File: config.mk
export PLATFORM = sky130hd
export DESIGN_NAME = idbrc_calc
export DESIGN_NICKNAME = d
export VERILOG_FILES = /design/src/sv/idbrc_pkg.sv /design/src/sv/idbrc_calc.sv
export SDC_FILE = /design/constraint.sdc
export NUM_CORES = 1
export LEC_CHECK = 0
export ABC_AREA = 1
export BUFFER_PORTS_ARGS = -buffer_cell sky130_fd_sc_hd__clkbuf_2
export CAP_MARGIN = 20
export CORE_AREA = 2 2 206 208
export DETAILED_ROUTE_END_ITERATION = 8
export DIE_AREA = 0 0 208 210
export PLACE_DENSITY = 0.71
export SYNTH_ARGS = -nofsm -noshare
export SYNTH_HDL_FRONTEND = slang
export SYNTH_SLANG_ARGS = --single-unit
export TNS_END_PERCENT = 20
File: constraint.sdc
create_clock -name vclk -period 15.7
set_clock_uncertainty 0.15 [all_clocks]
set_input_delay 3.14 -clock vclk [all_inputs]
set_output_delay 3.14 -clock vclk [all_outputs]
set_load 0.005 [all_outputs]
File: src/sv/idbrc_pkg.sv
`default_nettype none
// ----------------------------------------------------------------------------
// idbrc_pkg
// Shared types and constants of the id block reservation cache: request and
// response beats, table entry layout, opcodes and register indexes.
// ----------------------------------------------------------------------------
package idbrc_pkg;

	localparam int unsigned ID_W        = 64;
	localparam int unsigned COUNT_W     = 32;
	localparam int unsigned STEP_W      = 13;
	localparam int unsigned CFG_INDEX_W = 1;

	localparam logic [STEP_W-1:0] STEP_RESET = 13'd64;
	localparam logic [STEP_W-1:0] CAP_RESET  = 13'd4096;

	// request opcodes
	localparam logic [1:0] OP_RESERVE      = 2'd0;
	localparam logic [1:0] OP_FORGET_SPACE = 2'd1;
	localparam logic [1:0] OP_FORGET_ALL   = 2'd2;

	// response status codes
	localparam logic STATUS_OK     = 1'b0;
	localparam logic STATUS_REJECT = 1'b1;

	// configuration register indexes
	localparam logic [CFG_INDEX_W-1:0] CFG_INITIAL_STEP = 1'd0;
	localparam logic [CFG_INDEX_W-1:0] CFG_STEP_CAP     = 1'd1;

	typedef struct packed {
		logic [1:0]         opcode;
		logic [1:0]         space_index;
		logic [3:0]         seq_name_index;
		logic [COUNT_W-1:0] request_count;
	} req_t;

	typedef struct packed {
		logic            status;
		logic [ID_W-1:0] first_id;
		logic            refilled;
	} rsp_t;

	// one cached block of a sequence
	typedef struct packed {
		logic              valid;
		logic [ID_W-1:0]   next_id;
		logic [ID_W-1:0]   end_id;
		logic [STEP_W-1:0] step;
	} cache_entry_t;

	// outcome of one reserve on one entry
	typedef struct packed {
		cache_entry_t    entry;
		logic [ID_W-1:0] ctr;
		logic [ID_W-1:0] first;
		logic            refilled;
	} calc_res_t;

endpackage
`default_nettype wire

File: src/sv/idbrc_calc.sv
`default_nettype none
// ----------------------------------------------------------------------------
// idbrc_calc
// Reserve datapath: serves a count from the cached block when enough ids
// remain, otherwise refills from the backing counter and doubles the step.
// ----------------------------------------------------------------------------
module idbrc_calc (
	input  idbrc_pkg::cache_entry_t                entry,
	input  wire  [idbrc_pkg::ID_W-1:0]             ctr,
	input  wire  [idbrc_pkg::COUNT_W-1:0]          count,
	input  wire  [idbrc_pkg::STEP_W-1:0]           initial_step,
	input  wire  [idbrc_pkg::STEP_W-1:0]           step_cap,
	output idbrc_pkg::calc_res_t                   res
);

	logic [idbrc_pkg::ID_W-1:0]    nx;
	logic [idbrc_pkg::ID_W-1:0]    en;
	logic [idbrc_pkg::STEP_W-1:0]  st;
	logic [idbrc_pkg::ID_W-1:0]    avail;
	logic [idbrc_pkg::ID_W-1:0]    cnt64;
	logic                          hit;
	logic [idbrc_pkg::COUNT_W-1:0] take;
	logic [idbrc_pkg::ID_W-1:0]    at;
	logic [idbrc_pkg::ID_W-1:0]    refill_end;
	logic [idbrc_pkg::STEP_W:0]    dbl;
	logic [idbrc_pkg::STEP_W-1:0]  st_next;

	// a cleared entry reads as an empty block with the initial step
	assign nx = entry.valid ? entry.next_id : '0;
	assign en = entry.valid ? entry.end_id  : '0;
	assign st = entry.valid ? entry.step    : initial_step;

	// enough ids left in the cached block
	assign cnt64 = {{(idbrc_pkg::ID_W - idbrc_pkg::COUNT_W){1'b0}}, count};
	assign avail = en - nx;
	assign hit   = (avail >= cnt64);

	// refill block: max(count, step) ids from the counter, zero counter means one
	assign take       = (count > idbrc_pkg::COUNT_W'(st)) ? count : idbrc_pkg::COUNT_W'(st);
	assign at         = (ctr == '0) ? idbrc_pkg::ID_W'(1) : ctr;
	assign refill_end = at + {{(idbrc_pkg::ID_W - idbrc_pkg::COUNT_W){1'b0}}, take};

	// step doubling limited by the cap
	assign dbl     = {st, 1'b0};
	assign st_next = (dbl > {1'b0, step_cap}) ? step_cap : dbl[idbrc_pkg::STEP_W-1:0];

	always_comb begin
		res.entry.valid = 1'b1;
		if (hit) begin
			res.entry.next_id = nx + cnt64;
			res.entry.end_id  = en;
			res.entry.step    = st;
			res.ctr           = ctr;
			res.first         = nx;
			res.refilled      = 1'b0;
		end else begin
			res.entry.next_id = at + cnt64;
			res.entry.end_id  = refill_end;
			res.entry.step    = st_next;
			res.ctr           = refill_end;
			res.first         = at;
			res.refilled      = 1'b1;
		end
	end

endmodule
`default_nettype wire

* Word-level counts from Yosys, hierarchy flattened
Index checks and enable logic that the tools add are counted.
** Operators by class
- Multiplexer cells :: 7
- Bitwise gates (word level) :: 0
- Shifts and indexed selects :: 0
- Reductions and logical operators :: 1
- Equal/unequal tests :: 0
- Order comparisons :: 3
- Multiply operators :: 0
- Add/subtract/negate cells :: 4
- Div/mod/pow operators :: 0
** Operator list (count)
- $mux W270 :: 1
- $add A64 B32 Y64 :: 3
- $mux W64 :: 3
- $ge A64 B32 Y1 :: 1
- $logic_not A64 Y1 :: 1
- $sub A64 B64 Y64 :: 1
- $gt A32 B13 Y1 :: 1
- $mux W32 :: 1
- $mux W13 :: 2
- $gt A14 B13 Y1 :: 1
** Word-level totals
- RAM bits :: 0
- Word-level logic and storage cells :: 15
- Bits in registers :: 0
- ROM bits :: 0
- Input port bits :: 264
- Bits in latches :: 0
- Output and inout bits :: 271
- Memories :: 0

* Depth between registers and ports, before layout
Gate-level depths: netlist of the first run.
- Depth in word-level cells :: 5
- Depth in mapped cells :: 66
- Mapped depth without buffers :: 54

* Least setup slack after synthesis of the first run
No wires, ideal clock.
- Path type :: input -> output
- Start point :: input entry[141] (netlist name)
- End point :: output res[260] (netlist name)
- Stages on the path :: 58
- Path buffers :: 12
- Required time :: 12410 ps
- Data arrival time :: 11620 ps
- Setup slack :: 790 ps
- Cell sequence :: buf_6 > buf_12 > clkbuf_1 > buf_1 > clkbuf_1 > clkbuf_1 > clkbuf_1 > nand2_1 > ha_1 > fa_1 > inv_1 > nand2_1 > nand2_1 > nand2_1 > nand2_2 > nand2_2 > nand2_2 > nand2_1 > [... 22 more ...] > inv_1 > fa_1 > nand3b_1 > nand2_1 > a21oi_1 > o21ai_0 > a21boi_1 > o21bai_1 > a21boi_0 > o21ai_1 > a21oi_1 > o21ai_1 > a21oi_1 > nor2_1 > nand2_1 > nor2_2 > nand2_1 > xnor2_1
** RTL lines
- start, declared :: RTL line idbrc_calc.sv:8 : input idbrc_pkg::cache_entry_t entry,
- end, declared :: RTL line idbrc_calc.sv:13 : output idbrc_pkg::calc_res_t res

==> results of run 1 <==
[synthesized netlist by cell type (10+ instances only)]
master / count
a21o_1: 11
nand3b_1: 13
ha_1: 182
nand3_1: 100
o211ai_1: 18
nor2_1: 261
buf_2: 16
nand2_1: 959
nand4_1: 62
clkbuf_1: 87
or2_2: 12
xnor2_1: 33
nand2_2: 37
nor4_1: 23
nor3_1: 45
xor2_1: 92
o21a_1: 13
o21ai_0: 239
a21oi_1: 192
nor2_2: 16
inv_1: 463
o21bai_1: 22
inv_2: 10
[power breakdown]
part             total (mW)  switching, mW  internal, mW
registers                 0              0             0
clock network  0.0000000985              0  0.0000000984
logic                 0.692          0.451         0.241
[per-stage QoR]
stage	instances	utilization, %	hold WS (ns)	worst slack [ns]
final	3990	44.4	6.48	0.911
after global routing	3987	44.4	6.50	0.190
after CTS	3978	44.4	6.48	1.06
after detailed placement	3978	44.4	6.47	1.05
after global placement	3978	44.4	6.47	1.26
after floorplan	3005	-	6.23	0.790
[cell families after synthesis]
| kind of cell | after synthesis |
|---|---|
| and+or+nand+nor | 1561 |
| AOI/OAI and AO/OA | 539 |
| adders and majority gates | 185 |
| buffers and inverters | 594 |
| other | 1 |
| xor gates and xnor gates | 125 |
[area by class of cell]
class | count | area [um2] | share of cell area [%]
antenna | 12 | 30.0 | 0.163
inverter | 474 | 1790 | 9.69
multi-input combinational | 2411 | 13100 | 71.1
tap | 539 | 674 | 3.66
timing repair buffer | 554 | 2840 | 15.4
[metal layers]
layer,GRT usage (%),wire (um),up-vias
met1,51.4,36000,9996
li1,-,-,10522
met4,11.5,3130,4
met3,6.12,9470,166
met5,0,22,-
met2,53.3,34400,1306
[worst max-delay path: cells and delay by family]
family	cells	cell delay, ns
AO/OA/AOI/OAI	11	2.50
AND/OR/NAND/NOR	21	2.80
XOR/XNOR	2	0.39
adder cells (fa/ha/maj)	4	1.11
buffers and inverters	8	1.49
[path summary, 6_finish.rpt]
kind       start        to  slack (ns)
min      ctr[29]   res[94]        6.48
max   entry[141]  res[260]        0.91
==> impl_metrics.yaml, run 1 <==
yosys:
  synth_top_family_by_area: "simple AND/OR/NAND/NOR gates"
  synth_compound_area_share_pct: 19.2
  syn_inst: 3005
  synth_nets: 3454
  synth_mux_area_share_pct: 0
  synth_warnings: 0
  avgSynthCellArea_um2: 5.15
  netlist_area_mm2: 0.0155
  synth-seq-area-share_pct: 0
  yosys.area_share.adder_pct: 15.1
  synth_top_cell_by_area: "nand2_1"
  synth-simple-area-share_pct: 43.2
  synth_top_area_share_pct: 23.3
  netlist_top_cells_area: "nand2_1, ha_1, inv_1"
  synth_xor_area_share_pct: 7.08
  yosys.cell_types.count: 56
final_layout:
  final_common_cell: "nand2_1"
  n_sequential_cell: 0
  register_area_um2: 0
  area_growth_pct: 19.2
  fin_nets: 3890
  design_area_mm2: 0.0184
  nFillCells: 4745
  layout_common_cells: "nand2_1, clkbuf_2, inv_1"
  drive_gt1_share_pct: 19.3
  clkbuf_count: 0
job:
  drv_cap: 0
grt:
  grt_first_pass_wirelength_um: 120000
  grt_overflow: 0
  grt_max_degree: 93
  antenna_found_initial: 11
  grt_pass1_vias: 19475
  grt_usage_pct: 35.6
route:
  vias: 21994
  initialDrtViolationCount: 3021
  first_pass_iters: 9
  wirelength_um: 82900
  via_per_inst: 5.51
  drcViolationCount: 2
  ant_nets: 0
  wire_per_inst_um: 20.8
sta:
  min_period_ns: 14.79
  setup_viol: 0
  slew_violations: 0
  maxSlewHeadroom_pct: 44.2
  setup_tns_ns: 0
  worstMarginPinSlew_ns: 0.828
  min_period_over_period_pct: 94.2
  finalHoldViolCount: 0
  max_freq_mhz: 67.6
  rsz0062_at_grt: "no"
power:
  leakage_nw: 10.9
  p_total_mw: 0.692
  vdd_ir_drop_max_mv: 0.00945
  pwr_density_cell_mw_per_mm2: 37.6
placed_design:
  io_buffers: 534
  post_dp_cell_area_mm2: 0.0184
  place_congestion: 1.13
  place_hpwl_um: 73700
clocking:
  post_cts_buffers: 0
  cts_resized: 0
  cts_hold_buf: 0
floorplanning:
  die_y_um: 210
  pin_count: 535
  initial_core_util_pct: 37.3
  rows: 75
  fp.dieArea_mm2: 0.0437
  core_area_mm2: 0.0415
  die_x_um: 208
min_path:
  hold_class: "in -> out"
  holdPathStages: 4
worst_setup_path:
  cp-end-kind: "primary output"
  cp_common_cell: "nand2_1"
  worst_path_largest_cell_delay_ns: 0.46
  cp-start-kind: "primary input"
  worstPathArrival_ns: 11.50
  critPathSlowestCell: "buf_4"
  worst_ep_required_time_ns: 12.41
  critPathMaxFanout: 45
  path_class: "in -> out"
status:
  violations: "DRC"
  status: "finished, violations left"
No activity file was read; power rests on OpenSTA's default activity.
==> run 2, diff against run 1 <==
--- a/config.mk
+++ b/config.mk
@@ -6,12 +6,12 @@
 export NUM_CORES = 1
 export LEC_CHECK = 0
 export ABC_AREA = 1
-export BUFFER_PORTS_ARGS = -buffer_cell sky130_fd_sc_hd__clkbuf_2
 export CAP_MARGIN = 20
-export CORE_AREA = 2 2 206 208
+export CORE_MARGIN = 3
+export CORE_UTILIZATION = 35
 export DETAILED_ROUTE_END_ITERATION = 8
-export DIE_AREA = 0 0 208 210
-export PLACE_DENSITY = 0.71
+export DONT_BUFFER_PORTS = 1
+export PLACE_DENSITY = 0.57
 export SYNTH_ARGS = -nofsm -noshare
 export SYNTH_HDL_FRONTEND = slang
 export SYNTH_SLANG_ARGS = --single-unit
==> run 2 against run 1 <==
The run now ends clean. Global-route usage down 3.4 points. Via count down 10%. Critical path depth decreased by 5. Clock-buffer cell count is the same. First-iteration DRC count fell by 27%. Critical endpoint is now res[267]. Largest cell class unchanged.
==> impl_metrics.yaml, run 2 (same netlist as run 1, synthesis figures left out) <==
worst_setup_path:
  cp_common_cell: "nand2_1"
  cp-end-kind: "primary output"
  critPathSlowestCell: "o21ai_0"
  worst_ep_required_time_ns: 12.41
  cp-start-kind: "primary input"
  critPathMaxFanout: 152
  worst_path_largest_cell_delay_ns: 0.54
  path_class: "in -> out"
  worstPathArrival_ns: 11.76
sta:
  hold_ws_ns: 6.23
  rsz0062_at_grt: "no"
  finalHoldViolCount: 0
  setup_viol: 0
  slew_violations: 0
  max_freq_mhz: 66.4
  min_period_over_period_pct: 95.9
  worstMarginPinSlew_ns: 0.962
  setup_tns_ns: 0
  worst_slack_ns: 0.648
  maxSlewHeadroom_pct: 35.2
  min_period_ns: 15.05
final_layout:
  clkbuf_count: 0
  multi_input_area_mm2: 0.0131
  nFillCells: 5189
  register_area_um2: 0
  n_sequential_cell: 0
  fin_util_pct: 36.4
  drive_gt1_share_pct: 4.38
  design_area_mm2: 0.0158
  final_common_cell: "nand2_1"
  layout_common_cells: "nand2_1, inv_1, nor2_1"
  final_cells: 3494
  fin_nets: 3352
  area_growth_pct: 1.96
placed_design:
  place_congestion: 1.04
  post_dp_cell_area_mm2: 0.0157
  io_buffers: 0
  place_hpwl_um: 71900
  placedCellCount: 3486
  place_ws_ns: 1.07
floorplanning:
  rows: 76
  die_x_um: 216
  initial_core_util_pct: 35.7
  pin_count: 535
  die_y_um: 216
  core_area_mm2: 0.0434
  fp.dieArea_mm2: 0.0467
power:
  p_total_mw: 0.583
  vdd_ir_drop_max_mv: 0.0108
  leakage_nw: 8.63
  pwr_density_cell_mw_per_mm2: 37.0
clocking:
  post_cts_buffers: 0
  cts_resized: 0
  cts_hold_buf: 0
route:
  drcViolationCount: 0
  wirelength_um: 81300
  vias: 19720
  wire_per_inst_um: 23.3
  initialDrtViolationCount: 2207
  via_per_inst: 5.64
  first_pass_iters: 6
  ant_nets: 0
min_path:
  hold_class: "in -> out"
  whs_endpoint: "res[79]"
  holdPathStages: 2
  hp-start: "ctr[14]"
grt:
  antenna_found_initial: 11
  grt_usage_pct: 32.2
  grt_pass1_vias: 17645
  grt_overflow: 0
  grt_first_pass_wirelength_um: 115000
  grt_max_degree: 153
job:
  drv_cap: 0
status:
  status: "completed"
==> run 2: final cells by class <==
type / count / area share [%]
inverter: 474 / 11.3
tap: 585 / 4.64
multi-input combinational: 2411 / 83.1
timing repair buffer: 16 / 0.762
antenna: 8 / 0.127
==> run 2: how the worst max path moves through the flow <==
stage,from,slack [ns],end,cells after the start
floorplan,entry[141],0.79,res[260],58
global placement,entry[141],1.09,res[267],41
detailed placement,entry[141],1.07,res[267],41
CTS,entry[141],1.05,res[267],41
global route,entry[141],0.12,res[267],45
finish,entry[141],0.65,res[267],41
==> run 2: critical path, delay by kind of cell <==
family,cells,cell delay (ns)
xor gates and xnor gates,1,0.23
and+or+nand+nor,18,2.39
adders and majority gates,3,1.11
buffers and inverters,6,1.16
AOI/OAI and AO/OA,13,3.58
==> run 2: where the power goes <==
group | total, mW | internal (mW) | switching (mW)
Clock | 0.0000000686 | 0.0000000685 | 0
Sequential | 0 | 0 | 0
Combinational | 0.583 | 0.188 | 0.395
Total | 0.583 | 0.188 | 0.395
==> run 2: routing by layer <==
layer	part of all wire, %	track usage [%]	up-vias	wire [um]
met2	42	49.6	1068	34400
met5	0.048	0	-	39
li1	-	-	9444	-
met4	3.4	8.25	6	2770
met1	44	45.1	9043	35400
met3	11	7.80	159	8720
==> run 3, diff against run 2 <==
--- a/config.mk
+++ b/config.mk
@@ -7,11 +7,12 @@
 export LEC_CHECK = 0
 export ABC_AREA = 1
 export CAP_MARGIN = 20
-export CORE_MARGIN = 3
+export CORE_MARGIN = 10
 export CORE_UTILIZATION = 35
 export DETAILED_ROUTE_END_ITERATION = 8
 export DONT_BUFFER_PORTS = 1
 export PLACE_DENSITY = 0.57
+export SLEW_MARGIN = 20
 export SYNTH_ARGS = -nofsm -noshare
 export SYNTH_HDL_FRONTEND = slang
 export SYNTH_SLANG_ARGS = --single-unit
==> constraint.sdc (replaced) <==
create_clock -name vclk -period 15.7
set_clock_uncertainty 0.15 [all_clocks]
set_input_delay 0 -clock vclk [all_inputs]
set_output_delay 0 -clock vclk [all_outputs]
set_load 0.005 [all_outputs]
==> run 3 against run 2 <==
The flow now finishes with violations (hold timing). Flip-flop and latch count is the same. Global-route usage down 2.9 points. Final cell count up 0.77%. First-iteration DRC count is 2.6% lower.
==> impl_metrics.yaml, run 3 (same netlist as run 1, synthesis figures left out) <==
power:
  vdd_ir_drop_max_mv: 0.0115
  clock_power_share_pct: 0
  share_seq_of_total_power_pct: 0
  pwr_density_cell_mw_per_mm2: 37.0
  power.share.combinational_pct: 100.0
  p_sw_share_pct: 67.6
  power_switching_mw: 0.401
  p_total_mw: 0.594
  p_int_mw: 0.192
  leakage_nw: 8.71
placed_design:
  place_hpwl_um: 74200
  io_buffers: 0
  place_congestion: 1.07
floorplanning:
  fp.dieArea_mm2: 0.0530
  die_y_um: 230
  core_area_mm2: 0.0434
  rows: 76
  pin_count: 535
  die_x_um: 230
  initial_core_util_pct: 35.7
worst_setup_path:
  worstPathArrival_ns: 9.38
  worst_ep_required_time_ns: 15.55
  worst_path_largest_cell_delay_ns: 0.65
  critPathSlowestCell: "nand3_4"
  cp-end-kind: "primary output"
  path_class: "in -> out"
  cp_common_cell: "nand2_1"
  critPathMaxFanout: 152
  cp-start-kind: "primary input"
route:
  wirelength_um: 84600
  first_pass_iters: 5
  ant_nets: 0
  wire_per_inst_um: 24.0
  initialDrtViolationCount: 2150
  vias: 19854
  via_per_inst: 5.64
  drcViolationCount: 0
final_layout:
  drive_gt1_share_pct: 3.97
  clkbuf_count: 0
  area_growth_pct: 3.72
  fin_nets: 3375
  final_common_cell: "nand2_1"
  register_area_um2: 0
  n_sequential_cell: 0
  layout_common_cells: "nand2_1, inv_1, nor2_1"
min_path:
  hold_class: "in -> out"
clocking:
  cts_resized: 0
  cts_hold_buf: 34
  post_cts_buffers: 0
sta:
  min_period_over_period_pct: 60.7
  min_period_ns: 9.53
  hold_ws_ns: -0.00370
  setup_tns_ns: 0
  worstMarginPinSlew_ns: 1.09
  slew_violations: 0
  max_freq_mhz: 105
  maxSlewHeadroom_pct: 26.2
  finalHoldViolCount: 1
  rsz0062_at_grt: "no"
  setup_viol: 0
grt:
  grt_pass1_vias: 17774
  grt_max_degree: 153
  grt_first_pass_wirelength_um: 120000
  grt_overflow: 0
  antenna_found_initial: 13
  grt_usage_pct: 29.4
job:
  drv_cap: 0
status:
  status: "finished, violations left"
  violations: "hold timing"
run 3: cell count changes in the layout (fill, tap and decap cells not counted):
cell	previous run	this run
nor2_4	3	4
buf_4	16	5
nor2_2	16	15
dlygate4sd3_1	0	34
diode_2	8	12
run 3: area by class of cell:
class	count	area, um2
fill	5105	27300
inverter	474	1790
timing repair buffer	39	378
multi-input combinational	2411	13100
antenna	12	30.0
tap	585	732
run 3: metrics by stage:
stage	utilization, %	area (um2)	instances	setup WS [ns]
after floorplan	-	15500	3005	7.07
after global placement	36.1	15700	3475	6.20
after detailed placement	36.1	15700	3475	5.96
after CTS	36.9	16000	3509	5.97
after global routing	37.0	16000	3518	5.37
final	37.0	16000	3521	6.17
run 3: routing by layer:
layer  global-route usage, %  routed length, um  up-vias
li1                        -                  -     9484
met1                    39.3              36200     9189
met3                    7.61               9240      130
met5                       0                 23        -
met2                    46.4              36900     1047
met4                    6.27               2220        4
run 3: power by group through the flow:
stage	sequential [mW]	clock (mW)	combinational, mW
floorplan	0	0	0.424
global placement	0	0	0.572
detailed placement	0	0	0.570
CTS	0	0	0.581
global route	0	0.0000000771	0.658
finish	0	0.000000103	0.594
run 3: final timing paths:
| path | startpoint | end | slack, ns | cells after the start |
|---|---|---|---|---|
| hold / removal | ctr[25] | res[90] | -0.004 | 2 |
| setup / recovery | entry[141] | res[260] | 6.17 | 41 |
run 3: critical path: cells and delay by family:
kind                     cells  cell delay [ns]
AO/OA/AOI/OAI               12             2.80
XOR/XNOR                     2             0.38
adder cells (fa/ha/maj)      4             1.35
buffers and inverters        3             0.70
AND/OR/NAND/NOR             20             3.98
